[src/rtl/kevq_pkg.sv]
// Shared types and codes for the key event queue.
// Used by kevq_cell and key_event_queue_dedup; depends on nothing.
`timescale 1ns / 1ps
`default_nettype none
package kevq_pkg;

  localparam int unsigned KeyW    = 8;
  localparam int unsigned StatusW = 4;
  localparam int unsigned FillW   = 7;

  // Operation codes
  localparam logic [1:0] MODE_PUSH  = 2'd0;
  localparam logic [1:0] MODE_POP   = 2'd1;
  localparam logic [1:0] MODE_CLEAR = 2'd2;

  // Status codes
  localparam logic [3:0] ST_QUEUED    = 4'd0;
  localparam logic [3:0] ST_IGNORED   = 4'd1;
  localparam logic [3:0] ST_SAME_KEY  = 4'd2;
  localparam logic [3:0] ST_OLD_PRESS = 4'd3;
  localparam logic [3:0] ST_OLD_EVENT = 4'd4;
  localparam logic [3:0] ST_NEW_DROP  = 4'd5;
  localparam logic [3:0] ST_POPPED    = 4'd6;
  localparam logic [3:0] ST_EMPTY     = 4'd7;
  localparam logic [3:0] ST_CLEARED   = 4'd8;

  typedef struct packed {
    logic [1:0]      mode;
    logic [KeyW-1:0] key_code;
    logic            is_press;
  } in_t;

  typedef struct packed {
    logic [StatusW-1:0] status;
    logic [KeyW-1:0]    event_key;
    logic               event_press;
    logic [FillW-1:0]   fill_count;
  } out_t;

  typedef struct packed {
    logic            press;
    logic [KeyW-1:0] key;
  } ent_t;

  // Per-cell update control
  typedef struct packed {
    logic shift;  // take the younger neighbor's entry
    logic load;   // take the new entry
    logic kill;   // mark empty
  } cell_ctrl_t;

endpackage
`default_nettype wire

[src/rtl/kevq_cell.sv]
// One queue cell: holds one event and a running "press seen before" flag pair.
// Depends on kevq_pkg.
`timescale 1ns / 1ps
`default_nettype none
module kevq_cell (
  input  wire logic                clk_i,
  input  wire logic                rst_ni,
  input  wire kevq_pkg::cell_ctrl_t ctrl_i,
  input  wire logic                nb_valid_i,
  input  wire kevq_pkg::ent_t      nb_ent_i,
  input  wire kevq_pkg::ent_t      new_ent_i,
  input  wire logic [kevq_pkg::KeyW-1:0] skey_i,
  input  wire logic                carry_k_i,
  input  wire logic                carry_a_i,
  output logic                     valid_o,
  output kevq_pkg::ent_t           ent_o,
  output logic                     carry_k_o,
  output logic                     carry_a_o
);

  logic           valid_q, valid_d;
  kevq_pkg::ent_t ent_q, ent_d;
  logic           pk_q, pa_q;
  logic           m_k, m_a;

  // Local matches: any press, and a press of the searched key
  assign m_a = valid_q & ent_q.press;
  assign m_k = m_a & (ent_q.key == skey_i);

  // Hand the flags on: set if this cell or an older one matched
  assign carry_k_o = pk_q | m_k;
  assign carry_a_o = pa_q | m_a;

  always_comb begin
    valid_d = valid_q;
    ent_d   = ent_q;
    if (ctrl_i.kill) begin
      valid_d = 1'b0;
    end else if (ctrl_i.load) begin
      valid_d = 1'b1;
      ent_d   = new_ent_i;
    end else if (ctrl_i.shift) begin
      valid_d = nb_valid_i;
      ent_d   = nb_ent_i;
    end
  end

  always_ff @(posedge clk_i or negedge rst_ni) begin
    if (!rst_ni) begin
      valid_q <= 1'b0;
      pk_q    <= 1'b0;
      pa_q    <= 1'b0;
    end else begin
      valid_q <= valid_d;
      pk_q    <= carry_k_i;
      pa_q    <= carry_a_i;
    end
  end

  always_ff @(posedge clk_i) begin
    ent_q <= ent_d;
  end

  assign valid_o = valid_q;
  assign ent_o   = ent_q;

endmodule
`default_nettype wire

[src/rtl/key_event_queue_dedup.sv]
// Top level of the key event queue with per-key down bits.
// Depends on kevq_pkg and kevq_cell.
`timescale 1ns / 1ps
`default_nettype none
// Keyboard event queue holding up to QUEUE_SLOTS-1 words in a row of cells, oldest
// in cell 0. Pops, clears, ignored pushes and pushes into a non-full queue complete
// straight from the idle state. A push into a full queue scans the row: the press flags
// ripple one cell per cycle in the scan state, and a resolve state then writes the
// result word. Removal compacts the row as the new word loads into the last cell.
// Results wait in an output register; the next word is taken once it is free or read.
module key_event_queue_dedup #(
  parameter int unsigned QUEUE_SLOTS = 128,
  parameter int unsigned KEY_CODES   = 256
) (
  input  wire logic            clk_i,
  input  wire logic            rst_ni,
  input  wire logic            in_valid_i,
  output logic                 in_ready_o,
  input  wire kevq_pkg::in_t   in_data_i,
  output logic                 out_valid_o,
  input  wire logic            out_ready_i,
  output kevq_pkg::out_t       out_data_o
);

  localparam int unsigned N  = QUEUE_SLOTS - 1;
  localparam int unsigned CW = $clog2(QUEUE_SLOTS);
  localparam int unsigned KW = $clog2(KEY_CODES);

  localparam logic [1:0] S_IDLE = 2'd0;
  localparam logic [1:0] S_SCAN = 2'd1;
  localparam logic [1:0] S_FIX  = 2'd2;

  logic [1:0]          state_q, state_d;
  logic [CW-1:0]       count_q, count_d;
  logic [CW-1:0]       scan_q, scan_d;
  logic [KEY_CODES-1:0] down_q, down_d;
  kevq_pkg::ent_t      pend_q, pend_d;
  kevq_pkg::out_t      res_q, res_d;
  logic                ovalid_q, ovalid_d;

  kevq_pkg::cell_ctrl_t ctrl [N];
  logic                 cvalid [N];
  kevq_pkg::ent_t       cent [N];
  logic                 ck [N];
  logic                 ca [N];
  kevq_pkg::ent_t       new_ent;
  logic                 acc, tracked, dup;
  logic [KW-1:0]        kidx;

  // Row of cells
  for (genvar i = 0; i < N; i++) begin : g_cell
    logic           nbv;
    kevq_pkg::ent_t nbe;
    logic           pki, pai;
    if (i == N - 1) begin : g_last
      assign nbv = 1'b0;
      assign nbe = '0;
    end else begin : g_mid
      assign nbv = cvalid[i+1];
      assign nbe = cent[i+1];
    end
    if (i == 0) begin : g_first
      assign pki = 1'b0;
      assign pai = 1'b0;
    end else begin : g_rest
      assign pki = ck[i-1];
      assign pai = ca[i-1];
    end
    kevq_cell u_cell (
      .clk_i      (clk_i),
      .rst_ni     (rst_ni),
      .ctrl_i     (ctrl[i]),
      .nb_valid_i (nbv),
      .nb_ent_i   (nbe),
      .new_ent_i  (new_ent),
      .skey_i     (pend_q.key),
      .carry_k_i  (pki),
      .carry_a_i  (pai),
      .valid_o    (cvalid[i]),
      .ent_o      (cent[i]),
      .carry_k_o  (ck[i]),
      .carry_a_o  (ca[i])
    );
  end

  assign in_ready_o = (state_q == S_IDLE) && (!ovalid_q || out_ready_i);
  assign acc        = in_valid_i && in_ready_o;
  assign kidx       = in_data_i.key_code[KW-1:0];
  assign tracked    = (32'(in_data_i.key_code) < KEY_CODES);
  assign dup        = tracked && (down_q[kidx] == in_data_i.is_press);
  assign new_ent    = (state_q == S_FIX) ? pend_q
                    : kevq_pkg::ent_t'{press: in_data_i.is_press, key: in_data_i.key_code};

  // Sequence the operations and build per-cell control
  always_comb begin
    state_d  = state_q;
    count_d  = count_q;
    scan_d   = scan_q;
    down_d   = down_q;
    pend_d   = pend_q;
    res_d    = res_q;
    ovalid_d = ovalid_q && !out_ready_i;
    for (int i = 0; i < N; i++) begin
      ctrl[i] = '0;
    end
    case (state_q)
      S_IDLE: begin
        if (acc) begin
          ovalid_d         = 1'b1;
          res_d            = '0;
          res_d.status     = kevq_pkg::ST_IGNORED;
          case (in_data_i.mode)
            kevq_pkg::MODE_PUSH: begin
              if (!dup) begin
                if (tracked) begin
                  down_d[kidx] = in_data_i.is_press;
                end
                if (count_q != CW'(N)) begin
                  for (int i = 0; i < N; i++) begin
                    ctrl[i].load = (CW'(i) == count_q);
                  end
                  count_d      = count_q + 1'b1;
                  res_d.status = kevq_pkg::ST_QUEUED;
                end else begin
                  ovalid_d = ovalid_q && !out_ready_i;
                  pend_d   = new_ent;
                  scan_d   = '0;
                  state_d  = S_SCAN;
                end
              end
            end
            kevq_pkg::MODE_POP: begin
              if (count_q == '0) begin
                res_d.status = kevq_pkg::ST_EMPTY;
              end else begin
                for (int i = 0; i < N; i++) begin
                  ctrl[i].shift = 1'b1;
                end
                res_d.event_key   = cent[0].key;
                res_d.event_press = cent[0].press;
                count_d           = count_q - 1'b1;
                res_d.status      = kevq_pkg::ST_POPPED;
              end
            end
            kevq_pkg::MODE_CLEAR: begin
              for (int i = 0; i < N; i++) begin
                ctrl[i].kill = 1'b1;
              end
              count_d      = '0;
              down_d       = '0;
              res_d.status = kevq_pkg::ST_CLEARED;
            end
            default: begin
              res_d.status = kevq_pkg::ST_IGNORED;
            end
          endcase
          res_d.fill_count = kevq_pkg::FillW'(count_d);
        end
      end
      S_SCAN: begin
        // Let the flags settle across the whole row
        if (scan_q == CW'(N - 1)) begin
          state_d = S_FIX;
        end else begin
          scan_d = scan_q + 1'b1;
        end
      end
      S_FIX: begin
        res_d            = '0;
        ovalid_d         = 1'b1;
        state_d          = S_IDLE;
        res_d.fill_count = kevq_pkg::FillW'(count_q);
        if (!pend_q.press && ck[N-1]) begin
          for (int i = 0; i < N; i++) begin
            ctrl[i].shift = ck[i];
          end
          ctrl[N-1].load = 1'b1;
          res_d.status   = kevq_pkg::ST_SAME_KEY;
        end else if (ca[N-1]) begin
          for (int i = 0; i < N; i++) begin
            ctrl[i].shift = ca[i];
          end
          ctrl[N-1].load = 1'b1;
          res_d.status   = kevq_pkg::ST_OLD_PRESS;
        end else if (pend_q.press) begin
          res_d.status = kevq_pkg::ST_NEW_DROP;
        end else begin
          for (int i = 0; i < N; i++) begin
            ctrl[i].shift = 1'b1;
          end
          ctrl[N-1].load = 1'b1;
          res_d.status   = kevq_pkg::ST_OLD_EVENT;
        end
      end
      default: begin
        state_d = S_IDLE;
      end
    endcase
  end

  always_ff @(posedge clk_i or negedge rst_ni) begin
    if (!rst_ni) begin
      state_q  <= S_IDLE;
      count_q  <= '0;
      scan_q   <= '0;
      down_q   <= '0;
      ovalid_q <= 1'b0;
    end else begin
      state_q  <= state_d;
      count_q  <= count_d;
      scan_q   <= scan_d;
      down_q   <= down_d;
      ovalid_q <= ovalid_d;
    end
  end

  always_ff @(posedge clk_i) begin
    pend_q <= pend_d;
    res_q  <= res_d;
  end

  assign out_valid_o = ovalid_q;
  assign out_data_o  = res_q;

endmodule
`default_nettype wire
[config.mk]
export PLATFORM = sky130hd
export DESIGN_NAME = key_event_queue_dedup
export DESIGN_NICKNAME = d
export VERILOG_FILES = /design/src/rtl/kevq_pkg.sv /design/src/rtl/kevq_cell.sv /design/src/rtl/key_event_queue_dedup.sv
export SDC_FILE = /design/constraint.sdc
export NUM_CORES = 2
export LEC_CHECK = 0
export BUFFER_PORTS_ARGS = -buffer_cell sky130_fd_sc_hd__buf_2
export CORE_MARGIN = 2
export CORE_UTILIZATION = 45
export CTS_BUF_LIST = sky130_fd_sc_hd__clkbuf_4 sky130_fd_sc_hd__clkbuf_8
export CTS_CLUSTER_DIAMETER = 40
export DETAILED_ROUTE_END_ITERATION = 7
export PLACE_DENSITY = 0.63
export SKIP_LAST_GASP = 1
export SYNTH_ARGS = -nofsm -noshare
export SYNTH_HDL_FRONTEND = slang
export SYNTH_SLANG_ARGS = --single-unit
[constraint.sdc]
create_clock -name clk_i -period 5.8 [get_ports clk_i]
set_clock_uncertainty 0.1 [all_clocks]
set_input_delay 0.87 -clock clk_i [delete_from_list [all_inputs] [get_ports clk_i]]
set_output_delay 0.87 -clock clk_i [all_outputs]
set_load 0.01 [all_outputs]
* Word level (Yosys, flattened, before mapping)
Index checks and enable logic that the tools add are counted.
** Word-level totals
- Bits in registers :: 1824
** Cells by class
- Add/subtract/negate cells :: 3
- Order comparisons :: 2
- Eq/ne operators :: 267
- Multiplexer cells :: 1570
- Bitwise operators :: 635
- Reductions and logical operators :: 402
** Operator list (number)
- 9-bit two-way mux :: 257
- 1-bit two-way mux :: 1029
- 8-bit == test :: 127
- 256-bit one-hot mux with 2 select lines :: 1
- 7-bit == test (first input constant) :: 63
- 381-bit two-way mux :: 1
- 3-bit nonzero test :: 127
- 2-bit two-way mux :: 134
- 2-bit nonzero test :: 130
- 2-bit AND reduction :: 129
- 256-bit bitwise mux :: 1
- 256-bit two-way mux :: 1
- 1-bit AND :: 254
- 1-bit one-hot mux with 2 select lines :: 127
- 1-bit OR :: 252
- 6-bit by 7-bit == test with 1-bit output (first input constant) :: 32
- 1-bit inverter :: 129
- 5-bit by 7-bit == test with 1-bit output (first input constant) :: 16
- 4-bit by 7-bit == test with 1-bit output (first input constant) :: 8
- 7-bit two-way mux :: 8
- 20-bit one-hot mux with 2 select lines :: 1
- 3-bit by 7-bit == test with 1-bit output (first input constant) :: 4
- 7-bit one-hot mux with 3 select lines :: 1
- 20-bit two-way mux :: 1
- other kinds (27) :: 46

* Longest topological paths before layout
- Word-level depth :: 10
- Gate-level depth with buffers :: 18
- Gate-level depth less buffers :: 9

* Cells and area by module
Synthesis repeated with hierarchy kept, for this count alone.
** Second synthesis, totals
- Cell total of the unflattened synthesis :: 7445
- Area, all modules :: 93673.6 sq um
** Modules (own cells, without submodules)
- kevq_cell :: times used 127, cells each 40, area an instance 586.8 sq um, sequential area each 345.3 sq um
- key_event_queue_dedup :: times used 1, cells each 2365, area an instance 19148.4 sq um, sequential area each 7702.4 sq um

* Worst setup path after synthesis
OpenSTA, ideal clock, no wires.
- Path type :: input-to-reg
- Start :: input port in_data_i[1] in the netlist's numbering
- End :: register g_cell[29].u_cell.ent_q (netlist bit g_cell[29].u_cell.ent_o[0]), enable pin
- Library setup time :: 0.341 ns
- Data arrival time :: 4.226 ns
- Data required time :: 5.359 ns
- Slack :: 1.134 ns
- Stages :: 14
- Buffers on the path :: 6
- Cells stage by stage :: buf_6 -> buf_8 -> mux4_2 -> mux4_2 -> and2_0 -> o21ai_0 -> a21oi_4 -> xnor2_1 -> buf_6 -> buf_6 -> buf_8 -> nor4_2 -> buf_2 -> nand2b_1
** Between the ends
- Longest elaborated chain between the ends :: 9
** RTL lines
- from (decl) :: line key_event_queue_dedup.sv:19 : input wire kevq_pkg::in_t in_data_i,
- 1-bit binary-select mux with 8-bit select :: line key_event_queue_dedup.sv:90 : assign dup = tracked && (down_q[kidx] == in_data_i.is_press);
- 1-bit two-way mux (implied by the code) :: line key_event_queue_dedup.sv:90
- 1-bit == test :: line key_event_queue_dedup.sv:90
- 1-bit two-way mux :: line key_event_queue_dedup.sv:114 : if (!dup) begin
- 1-bit two-way mux :: line key_event_queue_dedup.sv:112 : case (in_data_i.mode)
- 381-bit two-way mux :: line key_event_queue_dedup.sv:108 : if (acc) begin
- 2-bit two-way mux :: line key_event_queue_dedup.sv:106 : case (state_q)
- 2-bit nonzero test (no source line)
- 2-bit AND reduction (no source line)
- to (signal assigned) :: line kevq_cell.sv:61 : ent_q <= ent_d;
- to (decl) :: line kevq_cell.sv:22 : kevq_pkg::ent_t ent_q, ent_d;
No other way between the ends. The select of a mux whose other input is x is not followed.
A chain may end at the register's enable or synchronous reset.

* Final worst setup path
- Start :: input port in_data_i[1] in the netlist's numbering
- End :: register g_cell[18].u_cell.ent_q (netlist bit g_cell[18].u_cell.ent_o[7]), enable pin
** Between the ends
- Longest elaborated chain between the ends :: 9
** RTL lines (line)
- 1-bit binary-select mux with 8-bit select :: key_event_queue_dedup.sv:90
- 1-bit two-way mux (implied by the code) :: key_event_queue_dedup.sv:90
- 1-bit == test :: key_event_queue_dedup.sv:90
- 1-bit two-way mux :: key_event_queue_dedup.sv:114
- 1-bit two-way mux :: key_event_queue_dedup.sv:112
- 381-bit two-way mux :: key_event_queue_dedup.sv:108
- 2-bit two-way mux :: key_event_queue_dedup.sv:106
- 2-bit nonzero test (no source line)
- 2-bit AND reduction (no source line)
- to (signal assigned) :: kevq_cell.sv:61
- to (decl) :: kevq_cell.sv:22
No other way between the ends. The select of a mux whose other input is x is not followed.

==> flow_summary.yaml <==
cells_and_area:
  nets: 7861
  nFillCells: 18400
  layout-drive-gt1-share_pct: 28.3
  syn2layout_area_growth_pct: 11.4
floorplanning:
  die_w_um: 470
  rows: 171
  core-area_mm2: 0.217
  die-area_mm2: 0.221
  io_pins: 37
  initial_core_util_pct: 45.2
  die_h_um: 470
setup_path:
  worst-endpoint-required_ns: 6.33
  r2r_cells: 11
  path_delay_family: "buffers and inverters"
  cp-end-kind: "flip-flop"
  crit_type: "in -> reg"
  cpMostUsedCell: "buf_4"
  crit_cells: 14
  cp_slowest_stage_delay_ns: 0.60
  startpoint_type: "input pin"
  reg2reg_slack_ns: 1.20
  reg2reg_to: "g_cell[18].u_cell.ent_o[7]"
  crit_fanout: 35
  critical_path_buf_inv_count: 5
  endpoint: "g_cell[18].u_cell.ent_o[7]"
  worstReg2RegStart: "down_q[239]"
  crit_slowest_cell: "nor4bb_1"
  startpoint: "in_data_i[1]"
  arrival_ns: 5.23
  path_cells: "buf_2, buf_4, mux4_2, mux2i_1, o22ai_1, nor4bb_1, o311a_1, a21oi_4, xnor2_2, buf_12, buf_4, nor4_2, buf_4, nand2b_1"
synth:
  yosys.area.top_type_share_pct: 36.0
  yosys.area.top_type: "edfxtp_1"
  synth_flop_cell: "edfxtp_1"
  yosys-top-cells-area: "edfxtp_1 (36%), dfrtp_1 (17%), mux2_2 (14%), xnor2_1 (5.1%), xor2_1 (4.0%)"
  syn_avg_cell_area_um2: 12.3
  yosysWarnings: 0
  async_flop_share_pct: 35.7
  synth_seq_cells: 1824
  synthCells: 7940
  synth_nets: 7962
  ys_seq_area_share_pct: 52.6
  syn-cell-area_mm2: 0.0979
  yosysMostFrequentCell: "mux2_2"
  synth_common_cells: "mux2_2 (1198), edfxtp_1 (1172), dfrtp_1 (652), xnor2_1 (575), nand2_1 (559)"
  synth_edf_count: 1172
  netlist-cell-type-count: 67
place:
  dp_slack_ns: 0.153
  dp_hpwl_um: 167000
  port_buffers: 36
  gp_congestion: 0.870
timing:
  timing.final.crit_share_pct: 81.0
  finalWorstSetupSlack_ns: 1.10
  hold_ws_ns: 0.210
  fin_crit_ns: 4.70
  final-setup-viol-count: 0
  final_max_slew_viol_count: 0
  slew_headroom_pct: 12.9
  hold_viol_final: 0
  rsz0062_at_grt: "no"
  setup-tns-final_ns: 0
  fmax_mhz: 213
  max_slew.worst_pin.slew_ns: 1.30
cts:
  h-tree-depth: 5
  postCtsResizedCells: 0
  clk_path_buf_depth: 4
  cts_tree: "done"
  cts_buffers: 353
  cts.sinks: 1824
  clock_latency_ns: 1.07
  root_buffer: "clkbuf_8"
  cts.clk_slew.worst_paths_ns: 0.07
route:
  drc: 0
  ant_nets: 0
  first_pass_iters: 6
  finalWirelength_um: 289000
  via_count: 66900
  drt_iter0_markers: 5997
  post_drt_wl_per_cell_um: 26.4
  viasPerCell: 6.09
grt:
  grt_pass1_wl_um: 438000
  grt_pass1_vias: 68800
  globalRouteOverflowTotal: 0
  grt_util_all_layers_pct: 25.6
  grt_start_max_net_pins: 240
  antenna_found_initial: 5
pwr:
  powerDensity_mw_per_mm2: 304
  netSwitchingPower_mw: 9.23
  p_sw_share_pct: 27.9
  power_frac_comb_pct: 12.4
  p_leak_nw: 40.5
  p_seq_share_pct: 46.9
  p_clk_share_pct: 40.7
  ir_worst_vdd_mv: 0.270
  power.internal_mw: 23.9
flow_run:
  max-cap-violations: 0
status:
  status: "completed"
worst_hold_path:
  hp-class: "in -> reg"
per-layer routing:
metal | routed length [um] | global-route usage (%) | vias up
met4 | 11000 | 10.3 | 4
met2 | 136000 | 41.2 | 2715
met1 | 121000 | 33.7 | 34000
met5 | 26 | 0 | -
li1 | - | - | 29400
met3 | 21200 | 5.38 | 713
metrics by stage:
step                      std cells  utilization (%)  instance area (um2)  power (mW)
final                         11000             50.3               109000        33.1
after global routing          11000             50.3               109000        34.2
after CTS                     11000             50.3               109000        33.3
after detailed placement      10300             46.9               102000        19.8
after global placement        10300             46.9               102000        19.7
after floorplan                7940                -                97900        18.2
cell families (layout without fill, tap and decap cells):
logic type                 count (synthesis)  count (layout)  share of synthesized area, %
AOI/OAI and AO/OA                       1503            1503                          10.2
xor gates and xnor gates                1023            1023                          9.15
adders and majority gates                  7               7                        0.0895
buffers and inverters                    754             929                          3.17
DFF                                     1824            1824                          52.6
muxes                                   1374            1374                          16.2
other                                      0               4                             0
and+or+nand+nor                         1455            1455                          8.60
worst min-delay path, stage by stage:
cell	delay, ns
buf_2	0.23
nand4_1	0.13
o211ai_1	0.09
registers in the layout (all words and copies together) (netlist names):
signal,cells
g_cell.u_cell.ent_o,1143
down_q,256
g_cell.u_cell.valid_o,127
g_cell.u_cell.pa_q,126
g_cell.u_cell.pk_q,126
out_data_o,20
pend_q,9
count_q,7
scan_q,7
state_q,2
out_valid_o,1
cells in the final DEF, fill, tap and decap left out, types with 23 or more instances in the layout:
cell      count
clkbuf_4    115
buf_12       63
buf_2        34
a32oi_1     256
o31ai_1     128
nand4_1     194
edfxtp_1   1172
a22oi_1      23
nor4_4       76
a21o_1      125
xnor2_1     573
a21oi_1     461
buf_4       185
o21bai_1     62
nor4_1      126
mux2_2     1198
a41o_1       66
xor2_1      448
clkinv_2     37
dfrtp_1     651
mux4_2       48
clkbuf_8    386
nand2b_1     82
nand3_1      85
o21a_1       64
mux2i_1     122
nor2_1      166
clkinv_1     51
nand2_1     547
o21ai_0     276
cell type report:
type                       count  area (um2)  area share (%)
timing repair buffer         284        2850            2.61
clock inverter               130        1130            1.04
clock buffer                 501        6180            5.66
multi-input combinational   5362       43700            40.1
sequential                  1824       51500            47.2
inverter                      14        52.6          0.0482
antenna                        4        10.0         0.00918
tap                         2854        3570            3.27
how the worst min path moves through the flow:
stage                                 from                       to  slack (ns)  cells past startpoint
finish                        in_data_i[9]               count_q[0]        0.21                      3
global route                  in_data_i[9]               count_q[0]        0.21                      3
CTS                           in_data_i[9]               count_q[0]        0.13                      3
detailed placement  g_cell[78].u_cell.pa_q   g_cell[79].u_cell.pa_q        0.34                      1
global placement    g_cell[80].u_cell.pa_q   g_cell[81].u_cell.pa_q        0.33                      1
floorplan           g_cell[99].u_cell.pa_q  g_cell[100].u_cell.pa_q        0.32                      1
power by group through the flow:
stage	Combinational, mW	Sequential (mW)	Clock [mW]
2_1_floorplan	2.68	15.5	0
3_3_place_gp	3.95	15.8	0
3_5_place_dp	4.03	15.8	0
4_1_cts	4.05	15.5	13.7
5_1_grt	4.35	15.6	14.2
6_report	4.09	15.5	13.5
timing repair:
action / 4_1_cts / 5_1_grt
endpoints found under the setup margin: 0 / 0
hold endpoints to repair: 56 / 0
hold buffers: 1 / 0
buffers inserted: 0 / 0
No activity file was read; power rests on OpenSTA's default activity.
